**src/rtl/rbl_pkg.sv**
```systemverilog
// Shared types, constants and helper functions for the RGB breathing LED generator.
`default_nettype none

package rbl_pkg;

    localparam logic [15:0] SEED_RESET    = 16'hBEEF;
    localparam logic [7:0]  INC_RESET     = 8'd1;
    localparam logic [7:0]  HUE_MASK      = 8'h1F;
    localparam logic [7:0]  HUE_MIN_JUMP  = 8'h10;
    localparam logic [7:0]  FULL_SCALE    = 8'd255;
    localparam logic [7:0]  SEGMENT       = 8'(255 / 3);

    localparam int          ADDR_W        = 3;
    localparam logic        REG_SEED      = 1'b0;
    localparam logic        REG_INC       = 1'b1;

    typedef enum logic [3:0] {
        ST_IDLE,
        ST_SEED,
        ST_JUMP,
        ST_SQUARE,
        ST_SCALE,
        ST_RED,
        ST_GREEN,
        ST_BLUE,
        ST_FINISH
    } rbl_state_t;

    typedef struct packed {
        logic       load;
        logic [7:0] a;
        logic [7:0] b;
    } arith_req_t;

    typedef struct packed {
        logic [7:0] r;
        logic [7:0] g;
        logic [7:0] b;
    } rgb_t;

    function automatic logic [7:0] div255(input logic [15:0] x);
        logic [16:0] s;
        s = {1'b0, x} + {9'd0, x[15:8]} + 17'd1;
        return s[15:8];
    endfunction

    function automatic logic [15:0] lfsr_step(input logic [15:0] v);
        logic fb;
        fb = v[0] ^ v[2] ^ v[3] ^ v[5];
        return {fb, v[15:1]};
    endfunction

    function automatic rgb_t wheel(input logic [7:0] h);
        rgb_t       c;
        logic [7:0] d;
        logic [9:0] t;
        if (h < SEGMENT)
        begin
            d = h;
        end
        else if (h < 8'(2 * 85))
        begin
            d = h - SEGMENT;
        end
        else
        begin
            d = h - 8'(2 * 85);
        end
        t = {2'b00, d} + {1'b0, d, 1'b0};
        if (h < SEGMENT)
        begin
            c.r = FULL_SCALE - t[7:0];
            c.g = t[7:0];
            c.b = 8'd0;
        end
        else if (h < 8'(2 * 85))
        begin
            c.r = 8'd0;
            c.g = FULL_SCALE - t[7:0];
            c.b = t[7:0];
        end
        else
        begin
            c.r = t[7:0];
            c.g = 8'd0;
            c.b = FULL_SCALE - t[7:0];
        end
        return c;
    endfunction

endpackage

`default_nettype wire

```
**src/rtl/rbl_arith.sv**
```systemverilog
// Shared 8x8 multiplier with registered product and divide-by-255 of that product.
`default_nettype none

module rbl_arith (
    input  wire                 clk,
    input  rbl_pkg::arith_req_t req,
    output logic [7:0]          quotient
);
    import rbl_pkg::*;

    logic [15:0] prod_reg;

    always_ff @(posedge clk)
    begin
        if (req.load)
        begin
            prod_reg <= {8'd0, req.a} * {8'd0, req.b};
        end
    end

    assign quotient = div255(prod_reg);

endmodule

`default_nettype wire

```
**src/rtl/rbl_ctrl.sv**
```systemverilog
// Sequencer: LFSR, hue and phase state, multiplier scheduling and the result register.
`default_nettype none

module rbl_ctrl (
    input  wire                  clk,
    input  wire                  rst_n,
    input  wire                  seed_load,
    input  wire  [15:0]          seed,
    input  wire  [7:0]           increment,
    input  wire                  tick_valid,
    output logic                 tick_ready,
    input  wire                  tick,
    output logic                 duty_valid,
    input  wire                  duty_ready,
    output logic [7:0]           red_duty,
    output logic [7:0]           green_duty,
    output logic [7:0]           blue_duty,
    output rbl_pkg::arith_req_t  req,
    input  wire  [7:0]           quotient
);
    import rbl_pkg::*;

    rbl_state_t  state_reg, state_next;
    logic [15:0] lfsr_reg, lfsr_next;
    logic [7:0]  hue_reg, hue_next;
    logic [7:0]  phase_reg, phase_next;
    logic        started_reg, started_next;
    logic [7:0]  bright_reg, bright_next;
    logic [7:0]  red_work_reg, red_work_next;
    logic [7:0]  green_work_reg, green_work_next;
    logic        valid_reg, valid_next;
    logic [7:0]  red_reg, red_next;
    logic [7:0]  green_reg, green_next;
    logic [7:0]  blue_reg, blue_next;

    logic [15:0] lfsr_adv;
    logic [7:0]  tri_val;
    rgb_t        color;

    assign lfsr_adv = lfsr_step(lfsr_reg);
    assign tri_val  = phase_reg[7] ? {~phase_reg[6:0], 1'b0} : {phase_reg[6:0], 1'b0};
    assign color    = wheel(hue_reg);

    always_ff @(posedge clk or negedge rst_n)
    begin
        if (!rst_n)
        begin
            state_reg   <= ST_IDLE;
            lfsr_reg    <= SEED_RESET;
            hue_reg     <= 8'd0;
            phase_reg   <= 8'd0;
            started_reg <= 1'b0;
            valid_reg   <= 1'b0;
        end
        else
        begin
            state_reg   <= state_next;
            lfsr_reg    <= lfsr_next;
            hue_reg     <= hue_next;
            phase_reg   <= phase_next;
            started_reg <= started_next;
            valid_reg   <= valid_next;
        end
    end

    always_ff @(posedge clk)
    begin
        bright_reg     <= bright_next;
        red_work_reg   <= red_work_next;
        green_work_reg <= green_work_next;
        red_reg        <= red_next;
        green_reg      <= green_next;
        blue_reg       <= blue_next;
    end

    always_comb
    begin
        state_next      = state_reg;
        lfsr_next       = lfsr_reg;
        hue_next        = hue_reg;
        phase_next      = phase_reg;
        started_next    = started_reg;
        bright_next     = bright_reg;
        red_work_next   = red_work_reg;
        green_work_next = green_work_reg;
        valid_next      = valid_reg;
        red_next        = red_reg;
        green_next      = green_reg;
        blue_next       = blue_reg;
        tick_ready      = 1'b0;
        req.load        = 1'b0;
        req.a           = tri_val;
        req.b           = tri_val;

        if (valid_reg && duty_ready)
        begin
            valid_next = 1'b0;
        end

        case (state_reg)
            ST_IDLE:
            begin
                tick_ready = 1'b1;
                if (seed_load)
                begin
                    lfsr_next = seed;
                end
                if (tick_valid && tick)
                begin
                    if (!started_reg)
                    begin
                        state_next = ST_SEED;
                    end
                    else if (phase_reg == 8'd0)
                    begin
                        state_next = ST_JUMP;
                    end
                    else
                    begin
                        state_next = ST_SQUARE;
                    end
                end
            end
            ST_SEED:
            begin
                lfsr_next    = lfsr_adv;
                hue_next     = lfsr_adv[7:0];
                started_next = 1'b1;
                state_next   = (phase_reg == 8'd0) ? ST_JUMP : ST_SQUARE;
            end
            ST_JUMP:
            begin
                lfsr_next  = lfsr_adv;
                hue_next   = hue_reg + (lfsr_adv[7:0] & HUE_MASK) + HUE_MIN_JUMP;
                state_next = ST_SQUARE;
            end
            ST_SQUARE:
            begin
                req.load   = 1'b1;
                state_next = ST_SCALE;
            end
            ST_SCALE:
            begin
                bright_next = {1'b0, quotient[7:1]};
                state_next  = ST_RED;
            end
            ST_RED:
            begin
                req.load   = 1'b1;
                req.a      = color.r;
                req.b      = bright_reg;
                state_next = ST_GREEN;
            end
            ST_GREEN:
            begin
                red_work_next = quotient;
                req.load      = 1'b1;
                req.a         = color.g;
                req.b         = bright_reg;
                state_next    = ST_BLUE;
            end
            ST_BLUE:
            begin
                green_work_next = quotient;
                req.load        = 1'b1;
                req.a           = color.b;
                req.b           = bright_reg;
                state_next      = ST_FINISH;
            end
            ST_FINISH:
            begin
                if (!valid_reg || duty_ready)
                begin
                    valid_next = 1'b1;
                    red_next   = red_work_reg;
                    green_next = green_work_reg;
                    blue_next  = quotient;
                    phase_next = phase_reg + increment;
                    state_next = ST_IDLE;
                end
            end
            default:
            begin
                state_next = ST_IDLE;
            end
        endcase
    end

    assign duty_valid = valid_reg;
    assign red_duty   = red_reg;
    assign green_duty = green_reg;
    assign blue_duty  = blue_reg;

endmodule

`default_nettype wire

```
**src/rtl/rgb_breathing_led_generator.sv**
```systemverilog
// Top level of the RGB breathing LED generator: register port and block wiring.
//
// Each accepted item with tick high yields one red/green/blue duty triple; an item
// with tick low is accepted while idle and yields nothing. A tick's result becomes
// valid as the sequencer returns to idle and is ready again, so a new tick is taken
// only after the last one is done. Each LFSR draw has its own state: seed, then hue
// jump on the first tick (the phase starts at zero), and the hue jump alone whenever
// the breathing phase is zero. The single 8x8 multiplier is used four times per item
// (brightness square, then red, green, blue scaling), each product divided by 255
// the cycle after. tick_ready is high only while the sequencer is idle; a finished
// result waits in the output register and the next tick is accepted meanwhile,
// while a second finished result holds the sequencer until the first is taken.
// Registers: 0x0 random_seed (16 bit, writing it reloads the LFSR), 0x4
// phase_increment (8 bit). Write only while idle.
`default_nettype none

module rgb_breathing_led_generator (
    input  wire                        clk,
    input  wire                        rst_n,
    input  wire                        psel,
    input  wire                        penable,
    input  wire                        pwrite,
    input  wire  [rbl_pkg::ADDR_W-1:0] paddr,
    input  wire  [31:0]                pwdata,
    output logic [31:0]                prdata,
    output logic                       pready,
    input  wire                        tick_valid,
    output logic                       tick_ready,
    input  wire                        tick,
    output logic                       duty_valid,
    input  wire                        duty_ready,
    output logic [7:0]                 red_duty,
    output logic [7:0]                 green_duty,
    output logic [7:0]                 blue_duty
);
    import rbl_pkg::*;

    logic [15:0] seed_reg;
    logic [7:0]  inc_reg;
    logic        wr_en;
    logic        seed_load;
    arith_req_t  req;
    logic [7:0]  quotient;

    assign pready    = 1'b1;
    assign wr_en     = psel && penable && pwrite;
    assign seed_load = wr_en && (paddr[2] == REG_SEED);

    always_ff @(posedge clk or negedge rst_n)
    begin
        if (!rst_n)
        begin
            seed_reg <= SEED_RESET;
            inc_reg  <= INC_RESET;
        end
        else if (wr_en)
        begin
            if (paddr[2] == REG_SEED)
            begin
                seed_reg <= pwdata[15:0];
            end
            else
            begin
                inc_reg <= pwdata[7:0];
            end
        end
    end

    always_comb
    begin
        case (paddr[2])
            REG_SEED: prdata = {16'd0, seed_reg};
            REG_INC:  prdata = {24'd0, inc_reg};
            default:  prdata = 32'd0;
        endcase
    end

    rbl_ctrl u_ctrl (
        .clk        (clk),
        .rst_n      (rst_n),
        .seed_load  (seed_load),
        .seed       (pwdata[15:0]),
        .increment  (inc_reg),
        .tick_valid (tick_valid),
        .tick_ready (tick_ready),
        .tick       (tick),
        .duty_valid (duty_valid),
        .duty_ready (duty_ready),
        .red_duty   (red_duty),
        .green_duty (green_duty),
        .blue_duty  (blue_duty),
        .req        (req),
        .quotient   (quotient)
    );

    rbl_arith u_arith (
        .clk      (clk),
        .req      (req),
        .quotient (quotient)
    );

endmodule

`default_nettype wire

```
**config.mk**
```make
export PLATFORM = sky130hd
export DESIGN_NAME = rgb_breathing_led_generator
export DESIGN_NICKNAME = d
export VERILOG_FILES = /design/src/rtl/rbl_pkg.sv /design/src/rtl/rbl_arith.sv /design/src/rtl/rbl_ctrl.sv /design/src/rtl/rgb_breathing_led_generator.sv
export SDC_FILE = /design/constraint.sdc
export NUM_CORES = 1
export LEC_CHECK = 0
export BUFFER_PORTS_ARGS = -buffer_cell sky130_fd_sc_hd__clkbuf_2
export CORE_AREA = 4 4 164 205
export CTS_BUF_LIST = sky130_fd_sc_hd__clkbuf_4 sky130_fd_sc_hd__clkbuf_8 sky130_fd_sc_hd__clkbuf_16
export DETAILED_ROUTE_END_ITERATION = 12
export DIE_AREA = 0 0 168 209
export GPL_ROUTABILITY_DRIVEN = 0
export PLACE_DENSITY = 0.56
export SKIP_LAST_GASP = 1
export SLEW_MARGIN = 40
export SYNTH_ARGS = -nofsm -noshare
export SYNTH_HDL_FRONTEND = slang
export SYNTH_SLANG_ARGS = --single-unit
```
**constraint.sdc**
```tcl
create_clock -name clk -period 14.16 [get_ports clk]
set_input_delay 2.124 -clock clk [delete_from_list [all_inputs] [get_ports clk]]
set_output_delay 2.124 -clock clk [all_outputs]
set_load 0.05 [all_outputs]
```
## Word-level counts from Yosys, hierarchy flattened

Index checks and enable logic that the tools add are counted.

| cells by class | value |
|---|---|
| $add $sub $neg | 9 |
| multiply operators | 1 |
| order comparisons | 2 |
| equality and inequality tests | 11 |
| mux-type cells | 20 |
| bitwise logic cells | 5 |
| reductions and logical operators | 18 |

Operators by type and width:

| kind | count |
|---|---|
| 32-bit one-hot mux with 2 select lines | 1 |
| 24-bit 2-to-1 mux | 2 |
| 16-bit one-hot mux with 3 select lines | 1 |
| 4-bit one-hot mux with 9 select lines | 1 |
| 16-bit one-hot mux with 2 select lines | 1 |
| 8-bit 2-to-1 mux | 3 |
| 16-bit by 1-bit adder with 16-bit output (second input constant) | 1 |
| 16-bit by 8-bit adder with 16-bit output | 1 |
| 8-bit adder | 2 |
| 4-bit by 3-bit == test with 1-bit output (second input constant) | 4 |
| 8-bit by 8-bit multiplier with 16-bit output | 1 |
| 16-bit 2-to-1 mux | 1 |
| 8-bit one-hot mux with 2 select lines | 1 |
| 4-bit 2-to-1 mux | 3 |
| 2-bit AND reduction | 5 |
| 8-bit by 5-bit adder with 8-bit output | 1 |
| 8-bit by 5-bit adder with 8-bit output (second input constant) | 1 |
| 4-bit by 2-bit == test with 1-bit output (second input constant) | 2 |
| 8-bit zero test | 1 |
| 8-bit by 7-bit less-than comparator with 1-bit output (second input constant) | 1 |
| 8-bit less-than comparator (second input constant) | 1 |
| 8-bit by 7-bit subtractor with 8-bit output (second input constant) | 1 |
| 8-bit subtractor (first input constant) | 1 |
| 8-bit subtractor (second input constant) | 1 |
| 15 further kinds | 28 |

| storage, ports and cells | value |
|---|---|
| register bits | 125 |
| output and inout bits | 59 |
| word-level logic and storage cells | 81 |

## Logic depth before layout (Yosys ltp)

Gate-level depths: netlist of run 1.

| depth | value |
|---|---|
| depth after elaboration | 9 |
| mapped depth | 34 |
| gate-level depth less buffers | 33 |

## Modules after synthesis

From an unflattened synthesis of run 1, not the netlist that was laid out.

| second synthesis, totals | value |
|---|---|
| cells, all modules | 888 |
| area, all modules | 9166.3 um2 |

Modules (own cells, without submodules):

| module | instances | cells an instance | area each (um2) | sequential area each (um2) |
|---|---|---|---|---|
| rbl_ctrl | 1 | 497 | 4991.0 | 2378.5 |
| rbl_arith | 1 | 302 | 2910.3 | 480.5 |
| rgb_breathing_led_generator | 1 | 89 | 1265.0 | 618.1 |

## Worst setup path after synthesis of run 1

Ideal clock, no wire load.

| path | value |
|---|---|
| path kind | reg2reg |
| start | register u_ctrl.hue_reg[1] |
| end | register u_arith.prod_reg[13], data pin |
| library setup time | 0.258 ns |
| arrival time | 7.195 ns |
| slack | 6.707 ns |
| stages on the path, launching flop included | 35 |
| buffers on the path | 2 |
| clock period less this slack | 7.453 ns |
| cells stage by stage | dfrtp_1 > inv_1 > ha_1 > nor2b_4 > o21a_4 > or2_4 > o221ai_4 > inv_2 > ha_1 > clkbuf_1 > inv_1 > nor2_1 > a221oi_1 > o31a_1 > nand3_1 > o21bai_1 > and4_1 > clkbuf_1 > or3_1 > fa_1 > fa_1 > inv_1 > fa_1 > inv_1 > fa_1 > inv_1 > ha_1 > a21boi_0 > o21ai_0 > a21boi_0 > o21a_1 > nor2_1 > a2bb2oi_1 > nor2b_1 > xnor2_1 |

| between the ends | value |
|---|---|
| word-level cells in the longest chain between the ends | 9 |

RTL lines:

| what | RTL line | text |
|---|---|---|
| start: declaration | rbl_ctrl.sv:25 | `logic [7:0] hue_reg, hue_next;` |
| start signal: assignment | rbl_ctrl.sv:59 | `hue_reg <= hue_next;` |
| 8-bit subtractor, or another cell as far along | rbl_pkg.sv:67 | `d = h - 8'(2 * 85);` |
| 8-bit 2-to-1 mux | rbl_pkg.sv:61 | `else if (h < 8'(2 * 85))` |
| 8-bit 2-to-1 mux | rbl_pkg.sv:57 | `if (h < SEGMENT)` |
| 8-bit adder | rbl_pkg.sv:69 | `t = {2'b00, d} + {1'b0, d, 1'b0};` |
| 8-bit subtractor | rbl_pkg.sv:72, rbl_pkg.sv:79, rbl_pkg.sv:86 |  |
| 24-bit 2-to-1 mux | rbl_pkg.sv:76 | `else if (h < 8'(2 * 85))` |
| 24-bit 2-to-1 mux * | rbl_pkg.sv:70 | `if (h < SEGMENT)` |
| 16-bit one-hot mux with 3 select lines * | rbl_ctrl.sv:100 | `case (state_reg)` |
| 8-bit by 8-bit multiplier with 16-bit output * | rbl_arith.sv:17 | `prod_reg <= {8'd0, req.a} * {8'd0, req.b};` |
| end signal: assignment | rbl_arith.sv:17 |  |
| end: declaration | rbl_arith.sv:11 | `logic [15:0] prod_reg;` |

Mark *: on every way between the ends. The rest lies on a longest branch, timed or not.
A chain may end at the register's enable or synchronous reset.

## Worst setup path after layout of run 1

Ends and elaborated chain as after synthesis.

==> impl_metrics.toml, run 1 <==
[outcome]
outcome = "finished, final reports clean"

[floorplanning]
die-area_sq_um = 35100
start_util_pct = 29.6
core_area_sq_um = 31700
rows = 73
dieHeight_um = 209
die_w_um = 168
ios = 102

[setup_path]
crit_type = "register to register"
cp.arrival_ps = 8640
r2r_slack_ps = 5690
r2r_start = "u_ctrl.hue_reg[1]"
max_stage_delay_ps = 530
critical_path.most_common_cell = "inv_1"
path_depth = 31
cp-startpoint = "u_ctrl.hue_reg[1]"
worstPathMaxFanout = 9
ff2ff_path_depth = 31
crit_path_start_kind = "register"
end_kind = "register"
critical_path_required_ps = 14320
path_buf_inv = 5
timing.rr.end = "u_arith.prod_reg[13]"
endpoint = "u_arith.prod_reg[13]"
cp_top_family = "adder cells"
cp_slowest_cell = "dfrtp_1"

[detailed_routing]
drt_first_pass_iters = 4
via_per_inst = 4.78
num_vias = 6746
avgRoutedWirePerCell_um = 14.4
wirelength_um = 20300
drt_iter0_markers = 261
ant_nets = 0
drc = 0

[global_routing]
antenna_found_initial = 1
grt_pass1_vias = 6756
grt_max_degree = 63
gr-total-overflow = 0
grt_pass1_wl_um = 34000
grt.total_usage_pct = 11.8

[clock_tree]
cts_buffer_depth = 2
insertion_delay_ps = 420
cts_resized = 0
clock-sinks = 125
cts.clk_slew.worst_paths_ps = 60
htree_levels = 4
cts.root.buffer_cell = "clkbuf_16"
cts_made_buffers = 17
post_cts_buffers = 0
postCtsHoldBufs = 0
cts_tree = "built"

[layout]
fill_cells = 3165
final_cell_mix = "94 x nor2_1, 79 x inv_1, 73 x ha_1, 66 x clkbuf_2, 63 x edfxtp_1"
layout_commonest_cell = "nor2_1"
drive_above_1_share_pct = 19.7
diodes = 0
fin_nets = 1139
final_cell_count_no_fill = 1410
syn2layout_area_growth_pct = 13.5

[timing]
relSlewSlack_pct = 48.3
tns_ps = 0
worstMarginPinSlew_ps = 776
hold_viol = 0
post-route-min-period_ps = 8470
drv_slew = 0
clock_skew_ps = 11.4
fmaxAchievable_mhz = 118
finalCritPeriodShare_pct = 59.8
worst_slack_ps = 5690
hold_ws_ps = 410
finalSetupViolations = 0
rsz0062_at_grt = "false"

[yosys]
synth-edff-count = 63
synth_ff_type = "edfxtp_1"
netlist_instances = 926
avgSynthCellArea_sq_um = 10.1
synth.distinct_cells = 82
yosysTopAreaCellShare_pct = 20.2
ys_ff_latch = 125
yosysTopAreaCell = "edfxtp_1"
ys_warn_count = 0
synthArstFlopShare_pct = 49.6
ys_seq_area_share_pct = 37.1
syn_area_sq_um = 9380
synth.area.top_cells = "edfxtp_1 20%, ha_1 9.7%, dfrtp_1 9.3%, fa_1 8.1%, dfstp_2 7.6%"

[placement]
dpl.hpwl_um = 15600
io_buffers = 66
post-place-ws_ps = 5800
dp_cells = 1378

[min_path]
hold_path.class = "register to register"

[flow_run]
maxCapViolations = 0
[cells in the mapped netlist (all sizes together), types with 3 or more instances]
| master | instances |
|---|---|
| mux2i | 31 |
| a21oi | 50 |
| and3b | 4 |
| a2111oi | 3 |
| clkbuf | 23 |
| a21boi | 4 |
| o21bai | 7 |
| a211oi | 5 |
| nor2b | 22 |
| and2 | 5 |
| xor2 | 9 |
| and3 | 6 |
| nand2b | 8 |
| o31ai | 6 |
| ha | 73 |
| a21o | 6 |
| o22ai | 4 |
| a221oi | 3 |
| nand2 | 56 |
| nor2 | 96 |
| nor3 | 24 |
| nor4 | 5 |
| o211ai | 6 |
| fa | 38 |
| buf | 28 |
| edfxtp | 63 |
| inv | 84 |
| nand3b | 5 |
| xnor2 | 40 |
| mux2 | 32 |
| dfrtp | 35 |
| dfstp | 27 |
| or3 | 8 |
| nand3 | 9 |
| o221ai | 3 |
| o21ai | 45 |
| a31oi | 4 |
| o21a | 9 |
| or2 | 11 |
| nand4b | 4 |
[worst register-to-register path: cells and delay by family, from the launching register on]
| kind | cells | cell delay (ps) |
|---|---|---|
| compound gates | 12 | 2750 |
| buf+inv | 5 | 510 |
| xor+xnor | 1 | 80 |
| simple gates | 6 | 1310 |
| fa+ha+maj | 7 | 3030 |
| flops | 1 | 530 |
[cell type report]
cell class	count	area (sq um)	area share [%]
flip-flops and latches	125	3480	32.7
well taps	412	515	4.84
repair buffers	75	402	3.77
multi-input cells	682	5360	50.4
clock inverters	13	115	1.08
inverters	84	315	2.96
clock buffers	19	458	4.30
[worst min path at each step]
| stage | depth (start not counted) | end | startpoint | slack [ps] |
|---|---|---|---|---|
| after CTS | 0 | u_ctrl.green_duty[5] | u_ctrl.green_work_reg[5] | 410 |
| after detailed placement | 0 | u_ctrl.green_duty[1] | u_ctrl.green_work_reg[1] | 400 |
| after global routing | 0 | u_ctrl.green_duty[5] | u_ctrl.green_work_reg[5] | 420 |
| final | 0 | u_ctrl.green_duty[5] | u_ctrl.green_work_reg[5] | 410 |
| after global placement | 0 | u_ctrl.red_duty[3] | u_ctrl.red_work_reg[3] | 400 |
| after floorplan | 0 | u_ctrl.green_duty[0] | u_ctrl.green_work_reg[0] | 400 |
[cell families after synthesis]
kind of cell	share of synthesized area [%]
AOI/OAI and AO/OA	12.4
and+or+nand+nor	14.1
adders and majority gates	17.8
buffers and inverters	6.48
DFF	37.1
other	0.0801
xor gates and xnor gates	4.82
muxes	7.15
[metal layers]
metal / track usage (%) / share of wire, % / vias up
met5: 0 / 0.089 / -
met4: 3.56 / 2.0 / 2
met3: 3.75 / 5.2 / 30
met2: 19.5 / 49 / 146
met1: 14.6 / 44 / 3249
li1: - / - / 3319
[metrics by stage]
step | util, % | cell area [sq um]
after global routing | 33.6 | 10600
after CTS | 33.6 | 10600
after global placement | 31.7 | 10000
final | 33.6 | 10600
after floorplan | - | 9440
after detailed placement | 31.8 | 10100
Power of run 1 is not shown: default switching activity piles up to over one toggle a cycle in this logic, so the estimate is an artifact.
==> run 2, diff against run 1 <==
PLACE_DENSITY = 0.58   (was 0.56)
clock period = 6.91 ns   (was 14.16 ns; I/O delays follow)
==> impl_metrics.toml, run 2 (synthesis gave the netlist of run 1 again) <==
[outcome]
outcome = "finished, final reports clean"

[floorplanning]
start_util_pct = 29.6
ios = 102
core_area_sq_um = 31700
die_w_um = 168
dieHeight_um = 209
rows = 73
die-area_sq_um = 35100

[detailed_routing]
drt_first_pass_iters = 6
num_vias = 7132
drc = 0
ant_nets = 0
via_per_inst = 4.70
avgRoutedWirePerCell_um = 14.3
drt_iter0_markers = 406
wirelength_um = 21700

[layout]
layout_commonest_cell = "buf_4"
multi_input_area_sq_um = 5740
diodes = 0
fill_cells = 3104
syn2layout_area_growth_pct = 26.8
fin_nets = 1246
final_cell_mix = "109 x buf_4, 90 x nor2_1, 73 x inv_1, 66 x clkbuf_2, 64 x ha_1"
drive_above_1_share_pct = 33.3
final_cell_count_no_fill = 1517
regArea_sq_um = 3480

[global_routing]
grt_max_degree = 63
grt_pass1_vias = 7389
grt_pass1_wl_um = 36400
grt.total_usage_pct = 12.5
gr-total-overflow = 0
antenna_found_initial = 0

[timing]
finalSetupViolations = 0
finalCritPeriodShare_pct = 99.3
drv_slew = 0
hold_viol = 0
relSlewSlack_pct = 50.4
fmaxAchievable_mhz = 146
clock_skew_ps = 16.2
post-route-min-period_ps = 6860
worstMarginPinSlew_ps = 740
rsz0062_at_grt = "true"

[placement]
dp_cells = 1472
dpl.hpwl_um = 16500
io_buffers = 66

[setup_path]
r2r_start = "u_ctrl.hue_reg[1]"
cp.arrival_ps = 7020
end_kind = "register"
ff2ff_path_depth = 31
worstPathMaxFanout = 7
cp_slowest_cell = "fa_1"
timing.rr.end = "u_arith.prod_reg[15]"
crit_type = "register to register"
max_stage_delay_ps = 540
critical_path.most_common_cell = "fa_1"
crit_path_start_kind = "register"
r2r_slack_ps = 50
critical_path_required_ps = 7070

[min_path]
worstHoldStart = "u_ctrl.green_work_reg[1]"
hold_path.class = "register to register"
min_path_cells = 0
hold-path-endpoint = "u_ctrl.green_duty[1]"

[clock_tree]
cts.root.buffer_cell = "clkbuf_16"
cts.clk_slew.worst_paths_ps = 70
insertion_delay_ps = 420
clock-sinks = 125
htree_levels = 4
cts_tree = "built"
cts_made_buffers = 17
cts_buffer_depth = 2

[flow_run]
maxCapViolations = 0
-- run 2: metal layers --
| metal | up-vias | GRT usage [%] | wire length (um) |
|---|---|---|---|
| met1 | 3428 | 15.3 | 9300 |
| met2 | 150 | 22.3 | 11100 |
| met5 | - | 0 | 0 |
| met3 | 26 | 2.78 | 1010 |
| li1 | 3528 | - | - |
| met4 | 0 | 3.28 | 322 |
-- run 2: timing repair --
item / 4_1_cts / 5_1_grt
setup buffers: 7 / 6
endpoints found under the setup margin: 5 / 6
pin swaps: 29 / 20
gates resized for setup: 32 / 41
hold buffers: 0 / 0
-- run 2: through the flow --
stage / TNS, ps / utilization (%) / hold slack [ps] / area [sq um] / setup slack, ps
finish: 0 / 37.5 / 417 / 11900 / 47.7
global route: -897 / 37.5 / 421 / 11900 / -287
CTS: -54.4 / 36.6 / 415 / 11600 / -27.8
detailed placement: -1100 / 34.3 / 405 / 10900 / -341
global placement: -884 / 34.2 / 402 / 10800 / -312
floorplan: -73.3 / - / 400 / 9540 / -45.9
-- run 2: critical path: cells and delay by family, from the launching register on --
kind	cells	cell delay, ps
AO/OA/AOI/OAI	10	1570
AND/OR/NAND/NOR	6	930
XOR/XNOR	2	360
adder cells (fa/ha/maj)	8	2960
flip-flops	1	420
buffers and inverters	5	350
-- run 2: cell type report --
cell class | instances | area share (%)
well taps | 412 | 4.34
flip-flops and latches | 125 | 29.3
clock buffers | 21 | 4.18
multi-input cells | 682 | 48.3
clock inverters | 11 | 0.873
inverters | 84 | 2.71
repair buffers | 182 | 10.3
-- run 2: worst max path at each step --
stage	startpoint	to	slack, ps	depth (start not counted)
floorplan	u_ctrl.hue_reg[1]	u_arith.prod_reg[13]	-50	29
global placement	u_ctrl.hue_reg[1]	u_arith.prod_reg[15]	-310	32
detailed placement	u_ctrl.hue_reg[1]	u_arith.prod_reg[15]	-340	30
CTS	u_ctrl.hue_reg[1]	u_arith.prod_reg[13]	-30	33
global route	u_ctrl.hue_reg[0]	u_arith.prod_reg[15]	-290	32
finish	u_ctrl.hue_reg[1]	u_arith.prod_reg[15]	50	31
Power of run 2 is left out for the same reason.
==> run 3, diff against run 2 <==
CORE_AREA = 4 4 159 199   (was 4 4 164 205)
DIE_AREA = 0 0 163 203   (was 0 0 168 209)
PLACE_DENSITY = 0.6   (was 0.58)
==> impl_metrics.toml, run 3 (synthesis gave the netlist of run 1 again) <==
[floorplanning]
dieHeight_um = 203
ios = 102
rows = 71
start_util_pct = 31.4
die-area_sq_um = 33100
core_area_sq_um = 29800
die_w_um = 163

[timing]
tns_ps = -76.6
post-route-min-period_ps = 6950
clock_skew_ps = 10.0
drv_slew = 0
hold_viol = 0
finalSetupViolations = 3
worst_slack_ps = -38.8
hold_ws_ps = 416
rsz0062_at_grt = "true"
relSlewSlack_pct = 51.9
finalCritPeriodShare_pct = 101
fmaxAchievable_mhz = 144
worstMarginPinSlew_ps = 721

[global_routing]
antenna_found_initial = 0
grt.total_usage_pct = 12.9
grt_max_degree = 63
gr-total-overflow = 0
grt_pass1_wl_um = 34900
grt_pass1_vias = 7120

[layout]
multi_input_area_sq_um = 5680
final_cell_mix = "120 x buf_4, 91 x nor2_1, 73 x inv_1, 66 x clkbuf_2, 64 x ha_1"
layout_commonest_cell = "buf_4"
fill_cells = 2968
syn2layout_area_growth_pct = 26.4
utilization_pct = 39.7
final_cell_area_sq_um = 11900
diodes = 0
fin_nets = 1257
regArea_sq_um = 3480
drive_above_1_share_pct = 33.0

[detailed_routing]
drt_first_pass_iters = 4
ant_nets = 0
drc = 0
via_per_inst = 4.72
avgRoutedWirePerCell_um = 13.9
drt_iter0_markers = 318
wirelength_um = 21200
num_vias = 7154

[setup_path]
critical_path_required_ps = 7070
worstPathMaxFanout = 5
crit_type = "register to register"
cp-startpoint = "u_ctrl.hue_reg[1]"
r2r_start = "u_ctrl.hue_reg[1]"
end_kind = "register"
crit_path_start_kind = "register"
cp.arrival_ps = 7110
max_stage_delay_ps = 510
cp_slowest_cell = "fa_1"

[flow_run]
maxCapViolations = 0

[min_path]
hold_path.class = "register to register"
worstHoldStart = "u_ctrl.red_work_reg[3]"

[placement]
dpl_cell_area_sq_um = 10800
dpl.hpwl_um = 16300
io_buffers = 66

[clock_tree]
cts.clk_slew.worst_paths_ps = 60
postCtsHoldBufs = 0
cts_buffer_depth = 2
htree_levels = 4
insertion_delay_ps = 420
clock-sinks = 125
cts.root.buffer_cell = "clkbuf_16"
cts_tree = "built"
cts_made_buffers = 17

[outcome]
violations = "negative setup slack"
outcome = "finished, violations left"
[run 3: repair_timing]
action,CTS,global route
resized for setup,16,42
pin swaps,19,25
endpoints found under the setup margin,5,7
buffers inserted,16,11
[run 3: worst paths after layout]
path | endpoint | slack (ps) | cells past startpoint
min in group asynchronous | seed_reg[4] | 690 | 2
max reg2reg | u_arith.prod_reg[13] | -40 | 33
max in group asynchronous | u_ctrl.hue_reg[1] | 5780 | 2
min | u_ctrl.red_duty[3] | 420 | 0
max | u_arith.prod_reg[13] | -40 | 33
min reg2reg | u_ctrl.red_duty[3] | 420 | 0
[run 3: critical path: cells and delay by family (launching register included)]
kind / cells / cell delay, ps
adders and majority gates: 7 / 2620
AOI/OAI and AO/OA: 9 / 1560
and+or+nand+nor: 8 / 1320
buffers and inverters: 7 / 570
DFF: 1 / 420
muxes: 1 / 150
xor gates and xnor gates: 1 / 80
[run 3: area by class of cell]
cell class / instances / share of cell area [%]
tap: 401 / 4.23
clock buffer: 17 / 3.59
multi-input combinational: 682 / 47.9
clock inverter: 15 / 1.04
inverter: 84 / 2.72
sequential: 125 / 29.3
timing repair buffer: 193 / 11.2
[run 3: per-stage QoR]
stage,worst slack [ps],instances
after detailed placement,-305,1458
after global routing,-373,1517
final,-38.8,1517
after CTS,-60.6,1506
after floorplan,-45.9,942
after global placement,-225,1455
[run 3: layer usage]
layer,GRT usage [%],routed length (um),up-vias
li1,-,-,3559
met1,15.9,8940,3403
met2,22.5,10700,158
met3,2.96,1090,34
met4,3.72,399,0
met5,0,0,-
Power of run 3 is left out for the same reason.
